==> src/hdl/rfqg_pkg.sv <==
// Shared types and codes for the redundant feed quorum gate.
// No dependencies.
package rfqg_pkg;
    typedef enum logic [2:0] {
        OUT_PENDING    = 3'd0,
        OUT_ACTIONABLE = 3'd1,
        OUT_DUPLICATE  = 3'd2,
        OUT_CONFLICT   = 3'd3,
        OUT_INVALID    = 3'd4,
        OUT_RANGE      = 3'd5,
        OUT_STALE      = 3'd6
    } outcome_t;

    typedef enum logic [1:0] {
        ST_IDLE  = 2'd0,
        ST_READ  = 2'd1,
        ST_OUT   = 2'd2
    } state_t;

    localparam logic OP_OBSERVE = 1'b0;
    localparam logic OP_CLEAR   = 1'b1;
    localparam logic MODE_QUORUM = 1'b0;
    localparam logic MODE_SHADOW = 1'b1;
    localparam int   LANES = 3;

    // Per-instrument slot header (stored in one memory word).
    typedef struct packed {
        logic        live;       // epoch defined; 0 means empty slot
        logic [63:0] epoch;
        logic [63:0] first;
        logic [2:0]  seen;
        logic [2:0]  conf;
        logic        emitted;
    } slot_t;

    // Per-lane record.
    typedef struct packed {
        logic [63:0] bid;
        logic [63:0] ask;
        logic [63:0] arrival;
    } lane_rec_t;

    function automatic logic [1:0] count3(input logic [2:0] m);
        count3 = {1'b0, m[0]} + {1'b0, m[1]} + {1'b0, m[2]};
    endfunction
endpackage

==> src/hdl/rfqg_decide.sv <==
// Classification logic for one update against a read slot.
// Depends on rfqg_pkg.
module rfqg_decide (
    input  logic                    mode,
    input  logic [1:0]              lane,
    input  logic                    bad,
    input  logic                    out_range,
    input  logic signed [63:0]      ev,
    input  logic signed [63:0]      rx,
    input  logic signed [63:0]      bid,
    input  logic signed [63:0]      ask,
    input  rfqg_pkg::slot_t         slot_in,
    input  rfqg_pkg::lane_rec_t     rec_in [3],
    output rfqg_pkg::slot_t         slot_out,
    output logic                    slot_we,
    output logic                    lane_we,
    output logic [2:0]              outcome,
    output logic [2:0]              obs,
    output logic [2:0]              agr,
    output logic [2:0]              con,
    output logic [63:0]             obid,
    output logic [63:0]             oask,
    output logic [62:0]             first,
    output logic [62:0]             ready
);
    logic [2:0]        bit_m;
    logic [2:0]        seen2, usable, m0, m1, m2, best;
    rfqg_pkg::lane_rec_t r [3];
    logic              eq01, eq02, eq12;
    logic [1:0]        fl, rr;
    logic signed [63:0] ep;

    always_comb begin
        bit_m = 3'b001 << lane;
        ep = slot_in.epoch;
        // Merged view with the new lane record
        for (int i = 0; i < 3; i++) begin
            r[i] = rec_in[i];
            if (lane == 2'(i)) begin
                r[i].bid = bid;
                r[i].ask = ask;
                r[i].arrival = rx;
            end
        end
        seen2  = slot_in.seen | bit_m;
        usable = seen2 & ~slot_in.conf;
        eq01 = r[0].bid == r[1].bid && r[0].ask == r[1].ask;
        eq02 = r[0].bid == r[2].bid && r[0].ask == r[2].ask;
        eq12 = r[1].bid == r[2].bid && r[1].ask == r[2].ask;
        m0 = usable[0] ? {usable[2] & eq02, usable[1] & eq01, 1'b1} : 3'b000;
        m1 = usable[1] ? {usable[2] & eq12, 2'b10} : 3'b000;
        m2 = usable[2] ? 3'b100 : 3'b000;
        best = m0;
        if (rfqg_pkg::count3(m1) > rfqg_pkg::count3(best)) best = m1;
        if (rfqg_pkg::count3(m2) > rfqg_pkg::count3(best)) best = m2;
        // Only lanes seen in this epoch hold a meaningful arrival
        fl = (seen2[0] && r[0].arrival == slot_in.first) ? 2'd0 :
             (seen2[1] && r[1].arrival == slot_in.first) ? 2'd1 : 2'd2;
        rr = best[0] ? 2'd0 : (best[1] ? 2'd1 : 2'd2);

        slot_out = slot_in;
        slot_we = 1'b0;
        lane_we = 1'b0;
        outcome = rfqg_pkg::OUT_PENDING;
        obs = '0; agr = '0; con = '0;
        obid = bid; oask = ask;
        first = '0; ready = '0;
        if (bad) begin
            outcome = rfqg_pkg::OUT_INVALID;
        end else if (out_range) begin
            outcome = rfqg_pkg::OUT_RANGE;
        end else if (!slot_in.live || ep == 64'sd0 || ev > ep) begin
            // Start a new epoch
            slot_we = 1'b1;
            lane_we = 1'b1;
            slot_out.live = 1'b1;
            slot_out.epoch = ev;
            slot_out.first = rx;
            slot_out.seen = bit_m;
            slot_out.conf = '0;
            slot_out.emitted = (mode == rfqg_pkg::MODE_SHADOW);
            obs = bit_m;
            first = rx[62:0];
            if (mode == rfqg_pkg::MODE_SHADOW) begin
                outcome = rfqg_pkg::OUT_ACTIONABLE;
                agr = bit_m;
                ready = rx[62:0];
            end
        end else if (ev < ep) begin
            outcome = rfqg_pkg::OUT_STALE;
            obs = slot_in.seen;
        end else if ((slot_in.seen & bit_m) != 3'b000) begin
            first = slot_in.first[62:0];
            obs = slot_in.seen;
            if (rec_in[lane].bid != bid || rec_in[lane].ask != ask) begin
                slot_we = 1'b1;
                slot_out.conf = slot_in.conf | bit_m;
                outcome = rfqg_pkg::OUT_CONFLICT;
            end else begin
                outcome = rfqg_pkg::OUT_DUPLICATE;
            end
            con = slot_out.conf;
        end else begin
            slot_we = 1'b1;
            lane_we = 1'b1;
            first = slot_in.first[62:0];
            slot_out.seen = seen2;
            obs = seen2;
            if (mode == rfqg_pkg::MODE_SHADOW) begin
                if (bid == r[fl].bid && ask == r[fl].ask) begin
                    outcome = rfqg_pkg::OUT_DUPLICATE;
                    agr = best;
                end else begin
                    slot_out.conf = slot_in.conf | bit_m;
                    outcome = rfqg_pkg::OUT_CONFLICT;
                    con = slot_out.conf;
                end
            end else if (!slot_in.emitted && rfqg_pkg::count3(best) >= 2'd2) begin
                slot_out.emitted = 1'b1;
                obid = r[rr].bid;
                oask = r[rr].ask;
                outcome = rfqg_pkg::OUT_ACTIONABLE;
                agr = best;
                ready = rx[62:0];
            end else if (seen2 == 3'b111 && rfqg_pkg::count3(best) < 2'd2) begin
                slot_out.conf = seen2;
                outcome = rfqg_pkg::OUT_CONFLICT;
                con = seen2;
            end
        end
    end
endmodule

==> config.mk <==
export PLATFORM = sky130hd
export DESIGN_NAME = rfqg_decide
export DESIGN_NICKNAME = d
export VERILOG_FILES = /design/src/hdl/rfqg_pkg.sv /design/src/hdl/rfqg_decide.sv
export SDC_FILE = /design/constraint.sdc
export NUM_CORES = 2
export LEC_CHECK = 0
export ABC_AREA = 1
export ABC_CLOCK_PERIOD_IN_PS = 7700
export BUFFER_PORTS_ARGS = -buffer_cell sky130_fd_sc_hd__buf_2
export CAP_MARGIN = 40
export CELL_PAD_IN_SITES_DETAIL_PLACEMENT = 1
export CELL_PAD_IN_SITES_GLOBAL_PLACEMENT = 2
export CORE_AREA = 2 2 542 544
export DETAILED_ROUTE_END_ITERATION = 10
export DIE_AREA = 0 0 544 546
export GPL_ROUTABILITY_DRIVEN = 0
export GPL_TIMING_DRIVEN = 1
export PLACE_DENSITY_LB_ADDON = 0.1
export SYNTH_ARGS = -nofsm -noshare
export SYNTH_HDL_FRONTEND = slang
export SYNTH_SLANG_ARGS = --single-unit
==> constraint.sdc <==
create_clock -name vclk -period 7.7
set_clock_uncertainty 0.05 [all_clocks]
set_input_delay 0.385 -clock vclk [all_inputs]
set_output_delay 0.385 -clock vclk [all_outputs]
set_load 0.01 [all_outputs]
Word-level counts from Yosys, hierarchy flattened
Cells that the tools add are included.
{"block": "classes", "n_lt_le_gt_ge": 9, "n_shift": 1, "n_eq_ne": 15, "bitwise_logic": 11, "add_sub_neg": 10, "muxes": 106, "reduce_logical": 16}
{"operator": "192-bit two-way mux", "count": 9}
{"operator": "192-bit binary-select mux with 2-bit select", "count": 3}
{"operator": "64-bit two-way mux", "count": 14}
{"operator": "63-bit two-way mux", "count": 12}
{"operator": "64-bit equality test", "count": 10}
{"operator": "136-bit two-way mux", "count": 2}
{"operator": "129-bit two-way mux", "count": 1}
{"operator": "64-bit inequality test", "count": 2}
{"operator": "3-bit two-way mux", "count": 40}
{"operator": "64-bit > comparator", "count": 1}
{"operator": "64-bit zero test", "count": 1}
{"operator": "64-bit < comparator", "count": 1}
{"operator": "1-bit two-way mux", "count": 17}
{"operator": "7-bit two-way mux", "count": 2}
{"operator": "2-bit two-way mux", "count": 6}
{"operator": "1-bit by 1-bit adder with 2-bit output", "count": 5}
{"operator": "2-bit by 1-bit adder with 2-bit output", "count": 5}
{"operator": "3-bit greater-or-equal comparator (second input constant)", "count": 3}
{"operator": "2-bit NOT with 3-bit output", "count": 3}
{"operator": "1-bit logical AND", "count": 8}
{"operator": "3-bit AND", "count": 2}
{"operator": "3-bit OR", "count": 2}
{"operator": "2-bit > comparator", "count": 2}
{"operator": "1-bit AND", "count": 3}
{"operator": "11 further kinds", "count": 14}
{"block": "word_totals", "ff_bits": 0, "wordCells": 168, "output_inout_bits": 404, "in_bits": 973}

Depth between registers and ports, before layout
{"block": "depth", "word_depth": 27, "mapped_depth": 47, "mapped_depth_nobuf": 42}

Worst setup path after synthesis
No wires, ideal clock.
{"block": "synth_path", "path_type": "input port to output port", "startpoint": "input lane[0]", "endpoint": "output obid[63]", "path_buffers": 5, "path_stages": 39, "required_ns": 7.265, "t_arrival_ns": 6.659, "path_slack_ns": 0.606, "cell_sequence": "buf_4 -> inv_2 -> nand2_1 -> clkbuf_1 -> clkbuf_1 -> clkbuf_1 -> o21ai_0 -> inv_1 -> o22ai_1 -> nor4_1 -> nand4_1 -> nand3b_1 -> nor2_1 -> a21oi_1 -> ha_1 -> a31o_2 -> inv_1 -> ha_1 -> (+3 left out) -> nand2_1 -> o21ai_0 -> inv_1 -> fa_1 -> inv_1 -> ha_1 -> nor3_1 -> inv_1 -> nand2_1 -> nand2_1 -> ha_1 -> nand3_2 -> nand2_2 -> nand3_2 -> nor4_4 -> buf_6 -> nand2_1 -> o21ai_1"}
{"block": "synth_via", "elab_chain_len": 27, "word_cells_on_any_way": 54, "cone_classes": "add/sub: 9; order compare: 3; eq/ne: 8; shift: 1; mux: 20; bitwise: 7; reduce/logical: 6"}
{"item": "from (decl)", "line": "rfqg_decide.sv:5", "text": "input logic [1:0] lane,"}
{"item": "branches (longest 22 deep; another with 1-bit by 1-bit adder with 2-bit output)"}
{"item": "64-bit two-way mux (*)", "line": "rfqg_decide.sv:92", "text": "end else if ((slot_in.seen & bit_m) != 3'b000) begin"}
{"item": "64-bit two-way mux (*)", "line": "rfqg_decide.sv:89", "text": "end else if (ev < ep) begin"}
{"item": "64-bit two-way mux (*)", "line": "rfqg_decide.sv:72", "text": "end else if (!slot_in.live || ep == 64'sd0 || ev > ep) begin"}
{"item": "64-bit two-way mux (*)", "line": "rfqg_decide.sv:70", "text": "end else if (out_range) begin"}
{"item": "64-bit two-way mux (*)", "line": "rfqg_decide.sv:68", "text": "if (bad) begin"}
{"item": "to (decl)", "line": "rfqg_decide.sv:21", "text": "output logic [63:0] obid,"}
Mark *: on every way between the ends. The select of a mux whose other input is x is not followed.

Worst setup path after layout
{"block": "layout_path", "startpoint": "input lane[0]", "endpoint": "output oask[61]"}
{"block": "layout_via", "elab_chain_len": 27, "word_cells_on_any_way": 54, "cone_classes": "add/sub: 9; order compare: 3; eq/ne: 8; shift: 1; mux: 20; bitwise: 7; reduce/logical: 6"}
{"item": "branches (longest 22 deep; another with 1-bit by 1-bit adder with 2-bit output)"}
{"item": "64-bit two-way mux (*)", "line": "rfqg_decide.sv:92"}
{"item": "64-bit two-way mux (*)", "line": "rfqg_decide.sv:89"}
{"item": "64-bit two-way mux (*)", "line": "rfqg_decide.sv:72"}
{"item": "64-bit two-way mux (*)", "line": "rfqg_decide.sv:70"}
{"item": "64-bit two-way mux (*)", "line": "rfqg_decide.sv:68"}
{"item": "to (decl)", "line": "rfqg_decide.sv:22", "text": "output logic [63:0] oask,"}
Marks and branches as above.

==> results.yml <==
worst_hold_path:
  min-delay-path-class: "input pin to output pin"
global_routing:
  gr-usage-all-layers: 0.3083
  grt_max_degree: 132
  gr-total-overflow: 0
  grt_pass1_wl_mm: 614.4
  antenna_found_initial: 217
  grt_pass1_vias: 64200
timing:
  finalHoldViolations: 0
  min_period_over_period: 1.081
  hold_ws_ps: 1030
  max_freq_ghz: 0.1201
  tightest_slew_ps: 1121
  setup_viol: 200
  rsz0062_at_grt: "true"
  fin_crit_ps: 8326
  setup_ws_ps: -625.8
  slew_violations: 0
  relSlewSlack: 0.2528
power_and_ir_drop:
  ir_worst_vdd_uv: 42.34
  p_per_area_mw_per_mm2: 88.13
  p_leak_uw: 0.03224
synthesis:
  syn-num-nets: 7810
  ys_types: 61
  syn_area_per_cell_sq_um: 4.847
  yosysSeqAreaShare: 0
  yosys_warnings: 0
  syn_inst: 6767
  synthesis.area_sq_mm: 0.03280
run:
  drv_cap: 0
critical_path:
  worst_ep_required_time_ps: 7260
  end_kind: "output pin"
  cp.arrival_ps: 7890
  worstSetupPathType: "input pin to output pin"
  slowest_delay_ps: 590
  crit_path_max_fanout: 7
  critPathLaunchType: "input pin"
  cp_slowest_cell: "fa_1"
route:
  first_iter_violations: 5228
  ant_nets: 0
  wl_mm: 485.4
  wire_per_inst_microns: 35.71
  firstDrtPassIters: 6
  vias: 63540
  vias_per_cell: 4.675
  drcViolationCount: 0
floorplan:
  rows: 199
  die_height_microns: 546
  die-area_sq_mm: 0.2970
  pin_count: 1377
  start_util: 0.1123
  core_sq_mm: 0.2921
  die_x_microns: 544
placed_design:
  place_ws_ps: -1892
  dp_hpwl_mm: 421.4
  port_buffers: 1313
layout:
  final_util: 0.2140
  nets: 10640
  syn_to_final_growth_pct: 90.57
  clock_buffers: 0
  seq_cells: 0
  drive_above_1_share: 0.3763
  ff_latch_area_sq_um: 0
outcome:
  status: "complete, but fails checks"
  violations: "setup timing"
clocking:
  ctsHoldBuffers: 0
==> worst paths after layout <==
path	cells after the start	startpoint	slack, ps	end
hold / removal	3	bad	1030	outcome[0]
setup / recovery	49	lane[0]	-630	oask[61]
==> worst max-delay path, delay by kind of cell <==
kind                       cells  cell delay, ps
xor gates and xnor gates       1             190
AOI/OAI and AO/OA              6            1080
buffers and inverters         20            2370
and+or+nand+nor               17            2280
adders and majority gates      5            1410
==> per-stage QoR <==
| stage | power [uW] | TNS [ps] | cell area, sq um | instances |
|---|---|---|---|---|
| 2_1_floorplan | 1643 | 0 | 32800 | 6767 |
| 3_3_place_gp | 5039 | -432510 | 57040 | 13330 |
| 3_5_place_dp | 5058 | -344720 | 57210 | 13350 |
| 4_1_cts | 5333 | -46780 | 60200 | 13460 |
| 5_1_grt | 5677 | -112980 | 62420 | 13560 |
| 6_report | 5509 | -83140 | 62500 | 13590 |
==> power by group <==
group	leakage, uW	internal, uW	switching [uW]	total, uW
Clock	0.000000471	0.00114	0	0.00114
Combinational	0.0322	1960	3540	5510
Sequential	0	0	0	0
Total	0.0322	1960	3540	5510
==> kinds of logic after synthesis <==
family | after synthesis | synth area share
AND/OR/NAND/NOR | 3759 | 0.4895
AO/OA/AOI/OAI | 1351 | 0.2517
buffers and inverters | 1338 | 0.1654
XOR/XNOR | 247 | 0.06596
adder cells (fa/ha/maj) | 70 | 0.02693
multiplexers | 2 | 0.0006104
==> cell usage in the layout (no fill, tap or decap), types with 92 or more instances in the layout <==
cell	instances
nand2_1	2331
inv_1	924
buf_12	163
nand3_1	577
o21ai_0	426
o211ai_1	268
nor2_1	273
buf_4	1602
buf_2	1275
xor2_1	197
nand4_1	237
o21ai_1	216
o21ai_2	92
==> area by class of cell <==
cell class / instances / area [sq um]
Antenna cell: 74 / 185.2
Timing Repair Buffer: 3188 / 24150
Timing Repair inverter: 1 / 30.03
Tap cell: 3919 / 4903
Inverter: 981 / 3751
Fill cell: 37210 / 229600
Multi-Input combinational cell: 5429 / 29490
==> cell usage after synthesis (all sizes together), types with 47 or more instances <==
library cell	instances	area [sq um]
a21oi	53	265.3
buf	191	1119
clkbuf	166	623.1
ha	69	863.3
inv	980	3679
nand2	2384	8964
nand3	587	2953
nand4	237	1483
nor2	306	1169
nor3	90	450.4
nor4	99	634.4
o211ai	268	2012
o21ai	762	4001
o22ai	90	563.0
xnor2	47	411.6
xor2	200	1752
==> layer usage <==
layer | vias up | track usage | part of all wire | wire length [microns]
met5 | - | 0 | 0.0017 | 828
met4 | 134 | 0.1965 | 0.078 | 38020
met3 | 924 | 0.05750 | 0.065 | 31500
met2 | 2743 | 0.5214 | 0.47 | 226900
met1 | 31430 | 0.3546 | 0.39 | 188200
li1 | 28310 | - | - | -
==> repair_timing <==
action	in CTS	in global routing
setup buffers	80	49
resized for setup	452	274
endpoints found under the setup margin	203	203
cloned	22	22
pin swaps	49	34
Power figures use the tool's default switching activity.
